===== src/design/cpss_pkg.sv =====
package cpss_pkg;

	localparam int COORD_BITS_DEF = 24;

	// Most result items one vertex can produce (the closing vertex).
	localparam int MAX_RES = 5;
	localparam int CNT_W = $clog2(MAX_RES + 1);

	typedef struct packed {
		logic is_mid;
		logic eoc;
		logic shortc;
	} cpss_flags_t;

	typedef enum logic [1:0] {
		PH_FIRST,
		PH_SECOND,
		PH_RUN
	} cpss_phase_t;

endpackage


===== src/design/cpss_front.sv =====
module cpss_front #(
	parameter int COORD_BITS = cpss_pkg::COORD_BITS_DEF
) (
	input  logic                                 clk,
	input  logic                                 arst_n,
	input  logic                                 in_valid,
	output logic                                 in_stall,
	input  logic signed [COORD_BITS-1:0]         vertex_x,
	input  logic signed [COORD_BITS-1:0]         vertex_y,
	input  logic                                 last_vertex,
	output logic                                 bnd_valid,
	input  logic                                 bnd_ready,
	output logic [cpss_pkg::CNT_W-1:0]           bnd_cnt,
	output logic signed [COORD_BITS+1:0]         bnd_x   [cpss_pkg::MAX_RES],
	output logic signed [COORD_BITS+1:0]         bnd_y   [cpss_pkg::MAX_RES],
	output cpss_pkg::cpss_flags_t                bnd_flg [cpss_pkg::MAX_RES]
);

	localparam int W = COORD_BITS;
	localparam int CW = cpss_pkg::CNT_W;

	logic                vld_s1;
	logic signed [W-1:0] vx_s1, vy_s1;
	logic                last_s1;

	logic signed [W-1:0] first_x_q, first_y_q;
	logic signed [W-1:0] prior_x_q, prior_y_q;
	logic signed [W-1:0] pmid_x_q, pmid_y_q;
	logic signed [W-1:0] fmid_x_q, fmid_y_q;

	cpss_pkg::cpss_phase_t ph_q, ph_d;

	logic signed [W-1:0] mx, my, cx, cy;
	logic signed [W+1:0] tmx, tmy;
	logic                short_c;
	logic                xfer;

	// floor((a + b) / 2)
	function automatic logic signed [W-1:0] half(input logic signed [W-1:0] a,
	                                             input logic signed [W-1:0] b);
		logic [W:0] s;
		s = {a[W-1], a} + {b[W-1], b};
		return s[W:1];
	endfunction

	function automatic logic signed [W+1:0] sum3(input logic signed [W-1:0] a,
	                                             input logic signed [W-1:0] b,
	                                             input logic signed [W-1:0] c);
		return {{2{a[W-1]}}, a} + {{2{b[W-1]}}, b} + {{2{c[W-1]}}, c};
	endfunction

	assign xfer      = vld_s1 && ((bnd_cnt == '0) || bnd_ready);
	assign bnd_valid = vld_s1 && (bnd_cnt != '0);
	assign in_stall  = vld_s1 && !xfer;

	always_ff @(posedge clk or negedge arst_n) begin
		if (!arst_n) begin
			vld_s1 <= 1'b0;
		end else if (!in_stall) begin
			vld_s1 <= in_valid;
		end
	end

	always_ff @(posedge clk) begin
		if (!in_stall && in_valid) begin
			vx_s1   <= vertex_x;
			vy_s1   <= vertex_y;
			last_s1 <= last_vertex;
		end
	end

	always_ff @(posedge clk or negedge arst_n) begin
		if (!arst_n) begin
			ph_q <= cpss_pkg::PH_FIRST;
		end else if (xfer) begin
			ph_q <= ph_d;
		end
	end

	always_comb begin
		// Midpoint of the edge into this vertex, and of the closing edge.
		mx  = half(prior_x_q, vx_s1);
		my  = half(prior_y_q, vy_s1);
		cx  = half(vx_s1, first_x_q);
		cy  = half(vy_s1, first_y_q);
		tmx = sum3(mx, mx, mx);
		tmy = sum3(my, my, my);

		short_c = last_s1 && (ph_q != cpss_pkg::PH_RUN);
		ph_d    = ph_q;
		bnd_cnt = '0;

		unique case (ph_q)
			cpss_pkg::PH_FIRST: begin
				bnd_cnt = short_c ? CW'(1) : CW'(0);
				ph_d    = last_s1 ? cpss_pkg::PH_FIRST : cpss_pkg::PH_SECOND;
			end
			cpss_pkg::PH_SECOND: begin
				bnd_cnt = CW'(1);
				ph_d    = last_s1 ? cpss_pkg::PH_FIRST : cpss_pkg::PH_RUN;
			end
			cpss_pkg::PH_RUN: begin
				bnd_cnt = last_s1 ? CW'(cpss_pkg::MAX_RES) : CW'(2);
				ph_d    = last_s1 ? cpss_pkg::PH_FIRST : cpss_pkg::PH_RUN;
			end
			default: begin
				ph_d = cpss_pkg::PH_FIRST;
			end
		endcase

		// Each point but the short-contour zero is a sum of three terms; a midpoint is itself taken three times.
		if (short_c) begin
			bnd_x[0] = '0;
			bnd_y[0] = '0;
		end else if (ph_q == cpss_pkg::PH_SECOND) begin
			bnd_x[0] = tmx;
			bnd_y[0] = tmy;
		end else begin
			bnd_x[0] = sum3(pmid_x_q, prior_x_q, mx);
			bnd_y[0] = sum3(pmid_y_q, prior_y_q, my);
		end
		bnd_x[1] = tmx;
		bnd_y[1] = tmy;
		bnd_x[2] = sum3(mx, vx_s1, cx);
		bnd_y[2] = sum3(my, vy_s1, cy);
		bnd_x[3] = sum3(cx, cx, cx);
		bnd_y[3] = sum3(cy, cy, cy);
		bnd_x[4] = sum3(cx, first_x_q, fmid_x_q);
		bnd_y[4] = sum3(cy, first_y_q, fmid_y_q);

		bnd_flg[0].is_mid = (ph_q == cpss_pkg::PH_SECOND) && !short_c;
		bnd_flg[0].eoc    = short_c;
		bnd_flg[0].shortc = short_c;
		bnd_flg[1]        = '{is_mid: 1'b1, eoc: 1'b0, shortc: 1'b0};
		bnd_flg[2]        = '{is_mid: 1'b0, eoc: 1'b0, shortc: 1'b0};
		bnd_flg[3]        = '{is_mid: 1'b1, eoc: 1'b0, shortc: 1'b0};
		bnd_flg[4]        = '{is_mid: 1'b0, eoc: 1'b1, shortc: 1'b0};
	end

	always_ff @(posedge clk) begin
		if (xfer) begin
			unique case (ph_q)
				cpss_pkg::PH_FIRST: begin
					first_x_q <= vx_s1;
					first_y_q <= vy_s1;
					prior_x_q <= vx_s1;
					prior_y_q <= vy_s1;
				end
				cpss_pkg::PH_SECOND: begin
					prior_x_q <= vx_s1;
					prior_y_q <= vy_s1;
					pmid_x_q  <= mx;
					pmid_y_q  <= my;
					fmid_x_q  <= mx;
					fmid_y_q  <= my;
				end
				cpss_pkg::PH_RUN: begin
					prior_x_q <= vx_s1;
					prior_y_q <= vy_s1;
					pmid_x_q  <= mx;
					pmid_y_q  <= my;
				end
				default: begin
				end
			endcase
		end
	end

endmodule


===== src/design/cpss_seq.sv =====
module cpss_seq #(
	parameter int COORD_BITS = cpss_pkg::COORD_BITS_DEF
) (
	input  logic                         clk,
	input  logic                         arst_n,
	input  logic                         bnd_valid,
	output logic                         bnd_ready,
	input  logic [cpss_pkg::CNT_W-1:0]   bnd_cnt,
	input  logic signed [COORD_BITS+1:0] bnd_x   [cpss_pkg::MAX_RES],
	input  logic signed [COORD_BITS+1:0] bnd_y   [cpss_pkg::MAX_RES],
	input  cpss_pkg::cpss_flags_t        bnd_flg [cpss_pkg::MAX_RES],
	output logic                         res_valid,
	input  logic                         res_stall,
	output logic signed [COORD_BITS+1:0] res_x,
	output logic signed [COORD_BITS+1:0] res_y,
	output cpss_pkg::cpss_flags_t        res_flg
);

	localparam int W  = COORD_BITS;
	localparam int CW = cpss_pkg::CNT_W;
	localparam int NR = cpss_pkg::MAX_RES;

	logic [CW-1:0]         cnt_q;
	logic signed [W+1:0]   slot_x_q   [NR];
	logic signed [W+1:0]   slot_y_q   [NR];
	cpss_pkg::cpss_flags_t slot_flg_q [NR];
	logic                  take, load;

	assign take      = (cnt_q != '0) && !res_stall;
	assign bnd_ready = (cnt_q == '0) || ((cnt_q == CW'(1)) && !res_stall);
	assign load      = bnd_valid && bnd_ready;

	assign res_valid = (cnt_q != '0);
	assign res_x     = slot_x_q[0];
	assign res_y     = slot_y_q[0];
	assign res_flg   = slot_flg_q[0];

	always_ff @(posedge clk or negedge arst_n) begin
		if (!arst_n) begin
			cnt_q <= '0;
		end else if (load) begin
			cnt_q <= bnd_cnt;
		end else if (take) begin
			cnt_q <= cnt_q - CW'(1);
		end
	end

	// Slot 0 faces the divider; advance the rest toward it one item per beat while the divider does not stall.
	always_ff @(posedge clk) begin
		if (load) begin
			for (int i = 0; i < NR; i++) begin
				slot_x_q[i]   <= bnd_x[i];
				slot_y_q[i]   <= bnd_y[i];
				slot_flg_q[i] <= bnd_flg[i];
			end
		end else if (take) begin
			for (int i = 0; i < NR - 1; i++) begin
				slot_x_q[i]   <= slot_x_q[i+1];
				slot_y_q[i]   <= slot_y_q[i+1];
				slot_flg_q[i] <= slot_flg_q[i+1];
			end
		end
	end

endmodule


===== src/design/cpss_div3.sv =====
module cpss_div3 #(
	parameter int COORD_BITS = cpss_pkg::COORD_BITS_DEF
) (
	input  logic                         clk,
	input  logic                         arst_n,
	input  logic                         in_valid,
	output logic                         in_stall,
	input  logic signed [COORD_BITS+1:0] in_x,
	input  logic signed [COORD_BITS+1:0] in_y,
	input  cpss_pkg::cpss_flags_t        in_flg,
	output logic                         out_valid,
	input  logic                         out_stall,
	output logic signed [COORD_BITS-1:0] out_x,
	output logic signed [COORD_BITS-1:0] out_y,
	output cpss_pkg::cpss_flags_t        out_flg
);

	localparam int W  = COORD_BITS;
	localparam int AW = W + 2;
	localparam int MW = W + 1;
	localparam int PW = 2 * W + 2;
	// ceil(2^AW / 3): any magnitude below 2^MW times this, shifted right by AW,
	// is the exact quotient.
	localparam logic [MW-1:0] RECIP = MW'(((64'd1 << AW) + 64'd2) / 64'd3);

	logic                  rdy;
	logic [AW-1:0]         absx, absy;
	logic [PW-1:0]         prodx, prody;
	logic [W-1:0]          magx, magy;
	logic [W-1:0]          qx, qy;

	logic                  ovld_q;
	logic signed [W-1:0]   ox_q, oy_q;
	cpss_pkg::cpss_flags_t oflg_q;

	assign rdy      = !ovld_q || !out_stall;
	assign in_stall = !rdy;

	assign absx = in_x[AW-1] ? (~in_x + AW'(1)) : in_x;
	assign absy = in_y[AW-1] ? (~in_y + AW'(1)) : in_y;

	// Quotient of the magnitude, then restore the sign: truncation toward zero.
	assign prodx = PW'(absx[MW-1:0]) * PW'(RECIP);
	assign prody = PW'(absy[MW-1:0]) * PW'(RECIP);
	assign magx  = prodx[PW-1:AW];
	assign magy  = prody[PW-1:AW];
	assign qx    = in_x[AW-1] ? (~magx + W'(1)) : magx;
	assign qy    = in_y[AW-1] ? (~magy + W'(1)) : magy;

	always_ff @(posedge clk or negedge arst_n) begin
		if (!arst_n) begin
			ovld_q <= 1'b0;
		end else if (rdy) begin
			ovld_q <= in_valid;
		end
	end

	always_ff @(posedge clk) begin
		if (rdy && in_valid) begin
			ox_q   <= qx;
			oy_q   <= qy;
			oflg_q <= in_flg;
		end
	end

	assign out_valid = ovld_q;
	assign out_x     = ox_q;
	assign out_y     = oy_q;
	assign out_flg   = oflg_q;

endmodule


===== src/design/closed_polygon_subdivide_smooth.sv =====
// One level of midpoint subdivision with vertex smoothing on a closed polygon, signed Q16.8.
// Input channel (in_valid / in_stall): one vertex per item, last_vertex set
// on the final vertex of a contour. Output channel (out_valid / out_stall):
// one point per item, in the order m0, s1, m1, ..., s(n-1), m(n-1), s0;
// s0 carries end_of_contour. A contour of one or two vertices yields a
// single item with short_contour and end_of_contour set and a zero point.
// Throughput: one vertex per cycle into the input register while in_stall is
// low; the result sequencer then sends one point per cycle unless the divider
// stalls, so a middle vertex yields 2 points, the second vertex 1, the closing
// vertex 5; the first vertex yields no point and a short contour 1.
// The output port of the sequencer is what sets this rate.
// The first point of an item is registered in the sequencer, then passes
// through the divide-by-three into the output register.
// Reset clears all valid flags and the contour phase; the next vertex
// starts a new contour. A stalled receiver holds the output item; the
// stall backs up through the pipeline and reaches in_stall once the
// input register is full.
module closed_polygon_subdivide_smooth #(
	parameter int COORD_BITS = cpss_pkg::COORD_BITS_DEF
) (
	input  logic                         clk,
	input  logic                         arst_n,
	input  logic                         in_valid,
	output logic                         in_stall,
	input  logic signed [COORD_BITS-1:0] vertex_x,
	input  logic signed [COORD_BITS-1:0] vertex_y,
	input  logic                         last_vertex,
	output logic                         out_valid,
	input  logic                         out_stall,
	output logic signed [COORD_BITS-1:0] point_x,
	output logic signed [COORD_BITS-1:0] point_y,
	output logic                         is_midpoint,
	output logic                         end_of_contour,
	output logic                         short_contour
);

	logic                         bnd_valid, bnd_ready;
	logic [cpss_pkg::CNT_W-1:0]   bnd_cnt;
	logic signed [COORD_BITS+1:0] bnd_x   [cpss_pkg::MAX_RES];
	logic signed [COORD_BITS+1:0] bnd_y   [cpss_pkg::MAX_RES];
	cpss_pkg::cpss_flags_t        bnd_flg [cpss_pkg::MAX_RES];

	logic                         res_valid, res_stall;
	logic signed [COORD_BITS+1:0] res_x, res_y;
	cpss_pkg::cpss_flags_t        res_flg;
	cpss_pkg::cpss_flags_t        out_flg;

	cpss_front #(.COORD_BITS(COORD_BITS)) u_front (
		.clk         (clk),
		.arst_n      (arst_n),
		.in_valid    (in_valid),
		.in_stall    (in_stall),
		.vertex_x    (vertex_x),
		.vertex_y    (vertex_y),
		.last_vertex (last_vertex),
		.bnd_valid   (bnd_valid),
		.bnd_ready   (bnd_ready),
		.bnd_cnt     (bnd_cnt),
		.bnd_x       (bnd_x),
		.bnd_y       (bnd_y),
		.bnd_flg     (bnd_flg)
	);

	cpss_seq #(.COORD_BITS(COORD_BITS)) u_seq (
		.clk       (clk),
		.arst_n    (arst_n),
		.bnd_valid (bnd_valid),
		.bnd_ready (bnd_ready),
		.bnd_cnt   (bnd_cnt),
		.bnd_x     (bnd_x),
		.bnd_y     (bnd_y),
		.bnd_flg   (bnd_flg),
		.res_valid (res_valid),
		.res_stall (res_stall),
		.res_x     (res_x),
		.res_y     (res_y),
		.res_flg   (res_flg)
	);

	cpss_div3 #(.COORD_BITS(COORD_BITS)) u_div3 (
		.clk       (clk),
		.arst_n    (arst_n),
		.in_valid  (res_valid),
		.in_stall  (res_stall),
		.in_x      (res_x),
		.in_y      (res_y),
		.in_flg    (res_flg),
		.out_valid (out_valid),
		.out_stall (out_stall),
		.out_x     (point_x),
		.out_y     (point_y),
		.out_flg   (out_flg)
	);

	assign is_midpoint    = out_flg.is_mid;
	assign end_of_contour = out_flg.eoc;
	assign short_contour  = out_flg.shortc;

endmodule


===== config.mk =====
export PLATFORM = sky130hd
export DESIGN_NAME = closed_polygon_subdivide_smooth
export DESIGN_NICKNAME = d
export VERILOG_FILES = /design/src/design/cpss_pkg.sv /design/src/design/cpss_front.sv /design/src/design/cpss_seq.sv /design/src/design/cpss_div3.sv /design/src/design/closed_polygon_subdivide_smooth.sv
export SDC_FILE = /design/constraint.sdc
export NUM_CORES = 2
export LEC_CHECK = 0
export ABC_AREA = 0
export BUFFER_PORTS_ARGS = -buffer_cell sky130_fd_sc_hd__buf_2
export CAP_MARGIN = 10
export CELL_PAD_IN_SITES_DETAIL_PLACEMENT = 0
export CELL_PAD_IN_SITES_GLOBAL_PLACEMENT = 1
export CORE_ASPECT_RATIO = 1.25
export CORE_MARGIN = 5
export CORE_UTILIZATION = 48
export DETAILED_ROUTE_END_ITERATION = 10
export GPL_ROUTABILITY_DRIVEN = 0
export PLACE_DENSITY = 0.81
export SYNTH_ARGS = -nofsm -noshare
export SYNTH_HDL_FRONTEND = slang
export SYNTH_HIERARCHICAL = 1
export SYNTH_SLANG_ARGS = --single-unit

===== constraint.sdc =====
create_clock -name clk -period 17.4 [get_ports clk]
set_clock_uncertainty 0.05 [all_clocks]
set_input_delay 0.87 -clock clk [delete_from_list [all_inputs] [get_ports clk]]
set_output_delay 0.87 -clock clk [all_outputs]
set_load 0.005 [all_outputs]

==> flow_summary.yaml <==
logic_synthesis:
  seq_area_frac_synth: 0.263
  yosys.area_share.adder: 0.350
  synth_top_area_cell: "edfxtp_1"
  synthMuxAreaShare: 0.0423
  synth-simple-area-share: 0.0804
  synthesis.instances: 6386
  mappedNetlistArea_mm2: 0.0655
  ys_ff_latch: 574
  yosysWarnings: 6
  synth_compound_area_frac: 0.121
  synth_top_family_by_area: "adder cells"
  synthXorXnorAreaFrac: 0.0548
  syn_avg_cell_area_um2: 10.3
  synth_top_area_frac: 0.260
  yosys_most_used_dff: "edfxtp_1"
  synth_area_leaders: "edfxtp_1, fa_1, ha_1"
  synthDistinctLibCells: 115
  synth-edff-count: 567
  synthArstFlopShare: 0.0122
sta:
  hold_viol: 0
  timing.fmax_mhz: 98.1
  worst_pin_slew_ps: 1120
  setup_viol: 0
  drv_slew: 0
  period_share: 0.586
  hold_slack_ps: 333
  rsz0062_at_grt: "no"
  fin_setup_tns_ps: 0
  period_minus_slack_ps: 10200
  maxSlewHeadroom: 0.235
drt:
  vias: 45700
  firstDrtPassIters: 5
  wirelength_um: 167000
  wl_per_cell_um: 20.2
  drc: 0
  postRouteAntennaNets: 0
  viasPerCell: 5.52
  drt_iter0_drc: 2581
worst_setup_path:
  critPathArrivalTime_ps: 10540
  crit_type: "reg2reg"
  r2r-end: "u_div3/out_y[20]"
  cp_slowest_stage_delay_ps: 630
  cp.required_ps: 17740
  cpMostUsedCell: "fa_1"
  critPathSlowestCell: "xor2_1"
  regToRegSetupSlack_ps: 7200
  startpoint_type: "register"
  reg2reg_from: "u_seq/slot_y_q[0][5]"
  reg2regPathDepth: 28
  endpoint_kind: "register"
  worstPathMaxFanout: 7
grt:
  grt_overflow_total: 0
  grt_pass1_vias: 47900
  grt_pass1_wl_um: 264000
  antenna_found_initial: 5
  grt_max_degree: 82
  groute.usage.overall: 0.233
placement:
  hpwl_um: 137000
  portBuffers: 105
  placedInstanceArea_mm2: 0.0676
min_path:
  holdCritStartpoint: "vertex_x[21]"
  holdCritPathClass: "in2reg"
  whs_endpoint: "u_front/vx_s1[21]"
  hold_depth: 1
floorplanning:
  initial_core_util: 0.483
  fp.dieW_um: 340
  die_h_um: 423
  die-area_mm2: 0.144
  ios: 106
  rows: 151
  core_mm2: 0.136
clocking:
  root_buffer: "clkbuf_16"
  cts_tree: "done"
  cts_buffers: 70
  cts_sinks: 574
  cts_resized: 0
  htreeDepth: 3
  postCtsSetupRepairBufs: 0
  clk_pin_slew_ps: 60
  clk_latency_ps: 670
  clock_path_buffers: 3
status:
  status: "complete, no violations"
final_layout:
  syn_to_final_growth_pct: 6.64
  stdcell_area_mm2: 0.0698
  nNetsFinal: 7988
  layout-drive-gt1-share: 0.0589
run:
  max-cap-violations: 0
cell usage in the layout (no fill, tap or decap), types with 33 or more instances in the layout:
master     count
nand2_1      262
o21ai_0      210
nand2b_1      52
nor3_1        94
o211ai_1      34
nor2b_1       48
buf_2        105
fa_1         608
edfxtp_1     567
o21bai_1      34
o21a_1        64
a211oi_1      40
clkbuf_16     72
nand4_1       46
a21o_1       150
mux2_1       190
nor2_1       272
and3_1        42
a21oi_1      346
xor2_1       130
xnor2_1      280
or3_1         41
inv_1       1274
ha_1         859
buf_4         49
nand3_1       72
o31ai_1       33
a31oi_1       45
Yosys cell counts, types with 46 or more instances:
master / instances
buf_4: 74
xnor2_1: 280
nor3_1: 94
nor2b_1: 49
a21o_1: 150
xor2_1: 130
nor2_1: 272
mux2_1: 190
fa_1: 608
inv_1: 1276
ha_1: 860
o21ai_0: 211
edfxtp_1: 567
nand2_1: 262
clkbuf_1: 50
nand3_1: 72
nand4_1: 46
o21a_1: 64
a21oi_1: 346
nand2b_1: 52
state kept, by name, summed over array words and instances (netlist names), 2 cells and up:
name / count
u_front/vx_s1: 24
u_div3/out_x: 24
u_front/vy_s1: 24
u_front/first_x_q: 24
u_front/fmid_y_q: 24
u_front/fmid_x_q: 24
u_front/prior_x_q: 24
u_front/first_y_q: 24
u_div3/out_flg: 3
u_seq/slot_x_q: 130
u_seq/slot_y_q: 130
u_front/pmid_y_q: 24
u_front/prior_y_q: 24
u_front/ph_q: 2
u_div3/out_y: 24
u_seq/cnt_q: 3
u_front/pmid_x_q: 24
u_seq/slot_flg_q: 15
critical path, delay by kind of cell (launching register included):
family | cells | cell delay, ps
xor gates and xnor gates | 2 | 760
adders and majority gates | 8 | 3820
AOI/OAI and AO/OA | 8 | 2630
DFF | 1 | 460
buffers and inverters | 4 | 230
and+or+nand+nor | 6 | 1960
layer usage:
metal  up-vias  track usage  wire length, um
li1      21900            -                -
met1     22300        0.278            67300
met2      1073        0.415            84000
met3       359       0.0320             7750
met4         0        0.108             8200
met5         -            0                0
how the worst max path moves through the flow:
stage,start,endpoint,slack (ps),depth (start not counted)
2_1_floorplan,out_stall,u_seq/slot_flg_q[0][0],5770,2
3_3_place_gp,u_seq/slot_x_q[0][13],u_div3/out_x[23],7460,29
3_5_place_dp,u_seq/slot_y_q[0][5],u_div3/out_y[20],7250,28
4_1_cts,u_seq/slot_y_q[0][5],u_div3/out_y[20],7230,28
5_1_grt,u_seq/slot_y_q[0][5],u_div3/out_y[20],6510,28
6_report,u_seq/slot_y_q[0][5],u_div3/out_y[20],7200,28
cell type report:
| class | count | area [um2] |
|---|---|---|
| timing repair buffer | 155 | 903 |
| sequential | 574 | 17200 |
| tap | 1759 | 2200 |
| inverter | 1277 | 4790 |
| clock buffer | 82 | 1840 |
| antenna | 2 | 5.00 |
| multi-input combinational | 4389 | 42500 |
| fill | 12300 | 65800 |
| clock inverter | 41 | 364 |
repair_timing:
action	CTS	global route
setup endpoints to repair	0	0
endpoints found under the hold margin	7	0
hold buffers	1	0
per-stage QoR:
stage / std cells / utilization / setup WS (ps)
2_1_floorplan: 6396 / - / 5770
3_3_place_gp: 8153 / 0.499 / 7460
3_5_place_dp: 8153 / 0.499 / 7250
4_1_cts: 8277 / 0.515 / 7230
5_1_grt: 8279 / 0.515 / 6510
6_report: 8279 / 0.515 / 7200
cells by family after synthesis:
logic type               Yosys count
adder cells (fa/ha/maj)         1468
buffers and inverters           1433
AO/OA/AOI/OAI                   1194
AND/OR/NAND/NOR                 1061
flip-flops                       574
XOR/XNOR                         410
multiplexers                     244
other                              2
Power is not shown: default switching activity piles up to over one toggle a cycle in this logic, so the estimate is an artifact.
